## config.mk

```make
export PLATFORM = sky130hd
export DESIGN_NAME = crt_ctrl
export DESIGN_NICKNAME = d
export VERILOG_FILES = /design/src/rtl/crt_pkg.sv /design/src/rtl/crt_ctrl.sv
export SDC_FILE = /design/constraint.sdc
export NUM_CORES = 1
export LEC_CHECK = 0
export ABC_AREA = 1
export BUFFER_PORTS_ARGS = -buffer_cell sky130_fd_sc_hd__buf_2
export CORE_MARGIN = 2
export CORE_UTILIZATION = 25
export DETAILED_ROUTE_END_ITERATION = 7
export PLACE_DENSITY = 0.54
export SLEW_MARGIN = 20
export SYNTH_ARGS = -nofsm -noshare
export SYNTH_HDL_FRONTEND = slang
export SYNTH_SLANG_ARGS = --single-unit
export TNS_END_PERCENT = 50
```

## constraint.sdc

```tcl
create_clock -name clk -period 1.7 [get_ports clk]
set_input_delay 0.17 -clock clk [delete_from_list [all_inputs] [get_ports clk]]
set_output_delay 0.17 -clock clk [all_outputs]
set_load 0.05 [all_outputs]
```

## src/rtl/crt_pkg.sv

```systemverilog
// Shared types and fixed widths for the Catmull-Rom tessellator.
package crt_pkg;

    localparam int MAX_SEGMENTS = 64;
    localparam int CNT_W  = 7;
    localparam int NN_W   = 14;
    localparam int N3_W   = 21;
    localparam int NUM_W  = 26;
    localparam int FRAC_W = 16;
    localparam int DIVD_W = 45;
    localparam int Q_W    = 18;
    localparam int W_W    = Q_W + 1;
    localparam int QC_W   = 5;
    localparam logic [CNT_W-1:0] SEG_COUNT_RESET = 7'd8;

    typedef struct packed {
        logic             accept;
        logic             setup1;
        logic             setup2;
        logic             prep1;
        logic             prep2;
        logic             prep3;
        logic             div_load;
        logic             div_step;
        logic             fix;
        logic             mul;
        logic             sum;
        logic             advance;
        logic [CNT_W-1:0] j;
        logic [CNT_W-1:0] n;
    } crt_cmd_t;

    typedef struct packed {
        logic span_go;
    } crt_status_t;

endpackage

```

## src/rtl/crt_ctrl.sv

```systemverilog
// Sequencer for the tessellator: handshakes, segment counter and divider steps.
module crt_ctrl
    import crt_pkg::*;
(
    input  logic             clk,
    input  logic             rst_n,
    input  logic             cfg_wr_en,
    input  logic [CNT_W-1:0] cfg_wr_data,
    input  logic             in_valid,
    output logic             in_ready,
    output logic             out_valid,
    input  logic             out_ready,
    input  crt_status_t      status,
    output crt_cmd_t         cmd
);

    typedef enum logic [3:0] {
        S_IDLE, S_SETUP1, S_SETUP2, S_PREP1, S_PREP2, S_PREP3,
        S_LOAD, S_DIV, S_FIX, S_MUL, S_SUM, S_WAIT
    } state_t;

    state_t           state_reg;
    logic [CNT_W-1:0] seg_count_reg;
    logic [CNT_W-1:0] n_reg;
    logic [CNT_W-1:0] j_reg;
    logic [QC_W-1:0]  div_cnt_reg;
    logic [CNT_W-1:0] n_eff;

    always_comb
    begin
        if (seg_count_reg == '0)
            n_eff = CNT_W'(1);
        else if (int'(seg_count_reg) > MAX_SEGMENTS)
            n_eff = CNT_W'(MAX_SEGMENTS);
        else
            n_eff = seg_count_reg;
    end

    assign in_ready  = (state_reg == S_IDLE);
    assign out_valid = (state_reg == S_WAIT);

    always_comb
    begin
        cmd          = '0;
        cmd.accept   = in_valid && (state_reg == S_IDLE);
        cmd.setup1   = (state_reg == S_SETUP1);
        cmd.setup2   = (state_reg == S_SETUP2);
        cmd.prep1    = (state_reg == S_PREP1);
        cmd.prep2    = (state_reg == S_PREP2);
        cmd.prep3    = (state_reg == S_PREP3);
        cmd.div_load = (state_reg == S_LOAD);
        cmd.div_step = (state_reg == S_DIV);
        cmd.fix      = (state_reg == S_FIX);
        cmd.mul      = (state_reg == S_MUL);
        cmd.sum      = (state_reg == S_SUM);
        cmd.advance  = (state_reg == S_WAIT) && out_ready;
        cmd.j        = j_reg;
        cmd.n        = n_reg;
    end

    always_ff @(posedge clk or negedge rst_n)
    begin
        if (!rst_n)
        begin
            state_reg     <= S_IDLE;
            seg_count_reg <= SEG_COUNT_RESET;
            n_reg         <= CNT_W'(1);
            j_reg         <= CNT_W'(1);
            div_cnt_reg   <= '0;
        end
        else
        begin
            if (cfg_wr_en)
                seg_count_reg <= cfg_wr_data;
            case (state_reg)
                S_IDLE:
                begin
                    if (in_valid && status.span_go)
                    begin
                        n_reg     <= n_eff;
                        j_reg     <= CNT_W'(1);
                        state_reg <= S_SETUP1;
                    end
                end
                S_SETUP1: state_reg <= S_SETUP2;
                S_SETUP2: state_reg <= S_PREP1;
                S_PREP1:  state_reg <= S_PREP2;
                S_PREP2:  state_reg <= S_PREP3;
                S_PREP3:  state_reg <= S_LOAD;
                S_LOAD:
                begin
                    div_cnt_reg <= '0;
                    state_reg   <= S_DIV;
                end
                S_DIV:
                begin
                    if (div_cnt_reg == QC_W'(Q_W - 1))
                        state_reg <= S_FIX;
                    else
                        div_cnt_reg <= div_cnt_reg + QC_W'(1);
                end
                S_FIX: state_reg <= S_MUL;
                S_MUL: state_reg <= S_SUM;
                S_SUM: state_reg <= S_WAIT;
                S_WAIT:
                begin
                    if (out_ready)
                    begin
                        if (j_reg == n_reg)
                            state_reg <= S_IDLE;
                        else
                        begin
                            j_reg     <= j_reg + CNT_W'(1);
                            state_reg <= S_PREP1;
                        end
                    end
                end
                default: state_reg <= S_IDLE;
            endcase
        end
    end

    a_ready_valid_excl: assert property (@(posedge clk) disable iff (!rst_n)
        !(in_ready && out_valid))
        else $error("input taken while a segment is pending");

    a_span_starts: assert property (@(posedge clk) disable iff (!rst_n)
        (cmd.accept && status.span_go) |=> (state_reg == S_SETUP1))
        else $error("span did not start after full window");

    a_div_bound: assert property (@(posedge clk) disable iff (!rst_n)
        (state_reg == S_DIV) |-> (div_cnt_reg < QC_W'(Q_W)))
        else $error("divider step count overran");

    a_next_seg: assert property (@(posedge clk) disable iff (!rst_n)
        (state_reg == S_WAIT && out_ready && j_reg != n_reg) |=> (state_reg == S_PREP1))
        else $error("next segment not started");

    a_j_range: assert property (@(posedge clk) disable iff (!rst_n)
        (state_reg != S_IDLE) |-> (j_reg <= n_reg && j_reg != '0))
        else $error("segment index out of range");

endmodule

```

==> metrics.cfg, run 1 <==
[setup_path]
r2r_cells=10
start_kind=flip-flop
arrival_ns=1.43
crit_required_ns=1.53
rrSetupSlack_ns=0.21
endpoint_kind=primary output
r2r-start=j_reg[0]
critical_path_class=flip-flop to primary output
r2r_end=j_reg[4]
critPathMaxFanout=4

[logic_synthesis]
syn-instance-count=233
synthTopCellsByArea=dfrtp_1, nand2_1, inv_1
yosys.area.top_type=dfrtp_1
synth_cell_types=29
syn_avg_cell_area_um2=7.47
synth_nets=249
ys_seq_area_share_pct=43.4
synth_top_area_share_pct=38.8
synth_warnings=0
synth_seq_cells=30
syn-cell-area_um2=1740

[floorplan]
ioPinCount=41
core.rowCount=30
dieWidth_um=87.4
die_area_um2=7640
die_h_um=87.4
start_util_pct=25.8
coreArea_um2=6760

[drt]
dr.pass1.iters=4
wl_um=4060
ant_nets=0
viasPerCell=4.20
wl_per_cell_um=11.2
drt_iter0_markers=70
vias=1520
drcViolationCount=0

[flow_run]
max_cap_viol_count=0

[sta]
setup_tns_ns=0
drv_slew=0
timing.hold.ws_ns=0.0873
period_share_pct=93.9
setup_viol=0
worstMarginPinSlew_ns=0.693
fin_crit_ns=1.60
finalHoldViolCount=0
max_freq_mhz=626
finalClockSkew_ns=0.00292
rsz0062_at_grt=no
slew_headroom_pct=53.8

[global_routing]
grt_pass1_wl_um=6800
antenna_found_initial=0
grt_pass1_vias=1450
grt_overflow=0
grt_max_degree=31
grt_use_total_pct=11.6

[cts]
cts_max_level=2
clk_pin_slew_ns=0.07
cts_setup_buffers=0
clock-sinks=30
cts_root_buffer=clkbuf_8
insertion_delay_ns=0.28
cts_buffers=5
cts.path.max_buffers=2
tritoncts=yes

[worst_hold_path]
min_from=cfg_wr_data[4]
hp-class=input pin to flip-flop
hold-path-endpoint=seg_count_reg[4]
worst_hold_path.num_cells=3

[layout]
area_growth_pct=27.2
nets=297
final_cell_mix=nand2_1, inv_1, buf_2
postLayoutCoreUtil_pct=32.8
drive_gt1_share_pct=28.0
antenna_cells=0
layout_commonest_cell=nand2_1

[place]
portBuffers=40
gp_congestion=0.771
post-dp-hpwl_um=3110

[pwr]
power.ir.vdd_worst_mv=0.395
p_leak_nw=1.20
power_density_nw_per_um2=1770
power_mw=3.93

[status]
status=completed

## metal layers
layer | wire, um | share of wire (%) | GRT usage [%] | up-vias
li1 | - | - | - | 814
met1 | 1970 | 49 | 14.9 | 676
met2 | 1840 | 45 | 18.1 | 22
met3 | 179 | 4.4 | 3.41 | 8
met4 | 61 | 1.5 | 4.62 | 0
met5 | 0 | 0 | 0 | -
## cells in the mapped netlist
library cell,count
nand2_1,61
inv_1,37
nor2_1,28
dfrtp_1,27
nand3_1,15
nand2_2,7
o21ai_0,7
o22ai_1,7
inv_2,6
xor2_1,5
a21oi_1,4
dfstp_2,3
ha_1,3
nand2_4,3
nand4_1,3
mux2_2,2
nor2_2,2
nor2_4,2
and3_1,1
buf_2,1
clkbuf_1,1
inv_4,1
nand3b_1,1
nor3_1,1
o21a_1,1
o21ai_1,1
o21bai_4,1
o31ai_1,1
xnor2_1,1
## stage by stage
stage                     instance area [um2]  std cells  setup slack, ns
after global placement                   2050        353            0.275
after global routing                     2210        362          0.00601
final                                    2210        362            0.103
after CTS                                2200        362           0.0138
after detailed placement                 2050        353            0.221
after floorplan                          1740        233           0.0701
## worst max-delay path by stage
stage | from | cells after the start | slack (ns) | end
floorplan | j_reg[2] | 9 | 0.07 | j_reg[4]
global placement | j_reg[0] | 10 | 0.28 | j_reg[4]
detailed placement | j_reg[0] | 10 | 0.22 | j_reg[4]
CTS | state_reg[3] | 6 | 0.01 | cmd[19]
global route | state_reg[3] | 6 | 0.006 | cmd[19]
finish | state_reg[2] | 4 | 0.10 | cmd[15]
## cell families (layout without fill, tap and decap cells)
family / Yosys count / after routing / synth area share, %
AOI/OAI and AO/OA: 22 / 22 / 7.91
xor gates and xnor gates: 6 / 6 / 3.02
adders and majority gates: 3 / 3 / 2.16
and+or+nand+nor: 124 / 124 / 32.1
buffers and inverters: 46 / 95 / 10.1
DFF: 30 / 30 / 43.4
muxes: 2 / 2 / 1.29
## power breakdown
part | switching, mW | internal, mW | total (mW) | leakage [nW]
clock network | 0.283 | 0.625 | 0.908 | 0.0714
registers | 0.186 | 0.936 | 1.12 | 0.375
logic | 1.40 | 0.495 | 1.90 | 0.755
total | 1.87 | 2.06 | 3.93 | 1.20
## worst max-delay path, cell delays in order (launching register included)
cell,delay [ns]
dfrtp_1,0.41
nor2_2,0.21
inv_1,0.11
nor2_2,0.14
buf_2,0.28
## final cells by class
type	instances	area [um2]
Inverter	44	168
Multi-Input combinational cell	157	812
Clock inverter	2	60.1
Tap cell	80	100
Fill cell	738	4540
Clock buffer	6	82.6
Sequential cell	30	756
Timing Repair Buffer	43	236
## timing repair
action                     CTS  global route
hold endpoints to repair    27             0
setup endpoints to repair    0             3
resized for setup            0             6
hold buffers                 1             0
Note: power is estimated with default switching activity, not from simulation.
==> run 2, diff against run 1 <==
--- a/config.mk
+++ b/config.mk
@@ -9,6 +9,7 @@
 export BUFFER_PORTS_ARGS = -buffer_cell sky130_fd_sc_hd__buf_2
 export CORE_MARGIN = 2
 export CORE_UTILIZATION = 25
+export CTS_BUF_LIST = sky130_fd_sc_hd__clkbuf_2 sky130_fd_sc_hd__clkbuf_4 sky130_fd_sc_hd__clkbuf_8
 export DETAILED_ROUTE_END_ITERATION = 7
 export PLACE_DENSITY = 0.54
 export SLEW_MARGIN = 20
==> constraint.sdc (replaced) <==
create_clock -name clk -period 1.7 [get_ports clk]
set_input_delay 0.085 -clock clk [delete_from_list [all_inputs] [get_ports clk]]
set_output_delay 0.085 -clock clk [all_outputs]
set_load 0.05 [all_outputs]
==> metrics.cfg, run 2 (same netlist as run 1, synthesis figures left out) <==
[layout]
layout_commonest_cell=nand2_1
final_cell_mix=nand2_1, buf_2, inv_1
antenna_cells=0  ; unchanged
nets=299  ; +0.67%
postLayoutCoreUtil_pct=32.9  ; +0.11 points
fill_cells=738  ; unchanged
drive_gt1_share_pct=27.5  ; -0.55 points
area_growth_pct=27.7

[floorplan]
start_util_pct=25.8  ; unchanged
die_area_um2=7640  ; unchanged
coreArea_um2=6760  ; unchanged
core.rowCount=30  ; unchanged
ioPinCount=41  ; unchanged
die_h_um=87.4  ; unchanged
dieWidth_um=87.4  ; unchanged

[sta]
worstMarginPinSlew_ns=0.697  ; +0.00317 ns
max_freq_mhz=633  ; +1.0%
rsz0062_at_grt=no
setup_viol=0  ; unchanged
drv_slew=0  ; unchanged
period_share_pct=93.0  ; -0.93 points
finalHoldViolCount=0  ; unchanged
slew_headroom_pct=53.6  ; -0.21 points
finalClockSkew_ns=0.00289  ; -0.0000315 ns
timing.hold.ws_ns=0.00711  ; -0.0802 ns
fin_crit_ns=1.58  ; -0.0159 ns
setup_tns_ns=0  ; unchanged

[drt]
dr.pass1.iters=4  ; unchanged
drcViolationCount=0  ; unchanged
drt_iter0_markers=76  ; +8.6%
viasPerCell=4.21  ; +0.17%
vias=1531  ; +0.72%
wl_per_cell_um=11.2  ; -0.40%
ant_nets=0  ; unchanged
wl_um=4060  ; +0.15%

[setup_path]
endpoint_kind=primary output
critical_path_class=flip-flop to primary output
arrival_ns=1.50  ; +0.07 ns
start_kind=flip-flop
critPathMaxFanout=4  ; unchanged
crit_required_ns=1.62  ; +0.09 ns

[pwr]
p_switching_mw=1.87  ; about the same
power.ir.vdd_worst_mv=0.395  ; about the same
p_int_mw=2.05  ; -0.49%
switching_share_pct=47.8  ; +0.12 points
p_clk_share_pct=23.2  ; about the same
power_density_nw_per_um2=1760  ; -0.59%
pwr-share-seq_pct=28.6  ; about the same
p_comb_share_pct=48.2  ; about the same
power_mw=3.92  ; -0.25%
p_leak_nw=1.21  ; +0.83%

[cts]
clock-sinks=30  ; unchanged
cts.path.max_buffers=2  ; unchanged
tritoncts=yes
insertion_delay_ns=0.28  ; about the same
cts_resized=0  ; unchanged
clk_pin_slew_ns=0.07  ; about the same
cts_root_buffer=clkbuf_8
cts_buffers=5  ; unchanged
cts_max_level=2  ; unchanged

[flow_run]
max_cap_viol_count=0  ; unchanged

[global_routing]
grt_pass1_wl_um=6840  ; +0.60%
grt_pass1_vias=1468  ; +1.2%
antenna_found_initial=0  ; unchanged
grt_use_total_pct=11.6  ; +0.059 points
grt_max_degree=31  ; unchanged
grt_overflow=0  ; unchanged

[place]
gp_congestion=0.771  ; unchanged
portBuffers=40  ; unchanged
post-dp-hpwl_um=3110  ; unchanged

[status]
status=completed

[worst_hold_path]
hp-class=input pin to flip-flop

run 2: path summary, 6_finish.rpt:
check	cells past startpoint	to	slack, ns	from
min in group asynchronous	2	state_reg[2]	0.39	rst_n
max in group asynchronous	2	n_reg[5]	0.86	rst_n
worst min-delay path	3	seg_count_reg[5]	0.007	cfg_wr_data[5]
worst min register to register	2	j_reg[0]	0.51	j_reg[0]
worst max register to register	10	j_reg[4]	0.21	j_reg[0]
worst max-delay path	6	cmd[19]	0.12	state_reg[3]
run 2: layout make-up:
class                      instances  area, um2  area share, %
tap                               80        100           4.50
inverter                          44        168           7.55
sequential                        30        754           34.0
multi-input combinational        157        812           36.5
clock inverter                     2       60.1           2.70
timing repair buffer              45        245           11.0
clock buffer                       6       82.6           3.72
run 2: stage by stage:
stage          cell area (um2)  std cells  setup WS [ns]
2_1_floorplan             1740        233         0.0701
3_3_place_gp              2050        353          0.275
3_5_place_dp              2050        353          0.221
4_1_cts                   2220        364         0.0988
5_1_grt                   2220        364        0.00643
6_report                  2220        364          0.119
run 2: timing repair:
item	CTS	global route
hold buffers	3	0
endpoints found under the hold margin	29	0
setup buffers	0	0
run 2: critical path, cell delays in order (launching register included):
cell and delay (ns):
dfrtp_1 0.40, inv_1 0.09, nand2_1 0.14, inv_1 0.13, nand2_1 0.09, inv_1 0.10
buf_2 0.27
run 2: power by group through the flow:
| stage | clock (mW) | sequential, mW | combinational [mW] |
|---|---|---|---|
| after CTS | 0.932 | 1.12 | 1.91 |
| after global placement | 0 | 1.13 | 1.90 |
| after floorplan | 0 | 1.44 | 1.17 |
| after detailed placement | 0 | 1.13 | 1.91 |
| final | 0.909 | 1.12 | 1.89 |
| after global routing | 0.964 | 1.15 | 2.08 |
run 2: layer usage:
layer  vias up  track usage [%]  wire, um
li1        817                -         -
met1       684             14.9      1980
met2        22             18.3      1850
met3         8             3.41       174
met4         0             4.62        61
met5         -                0         0
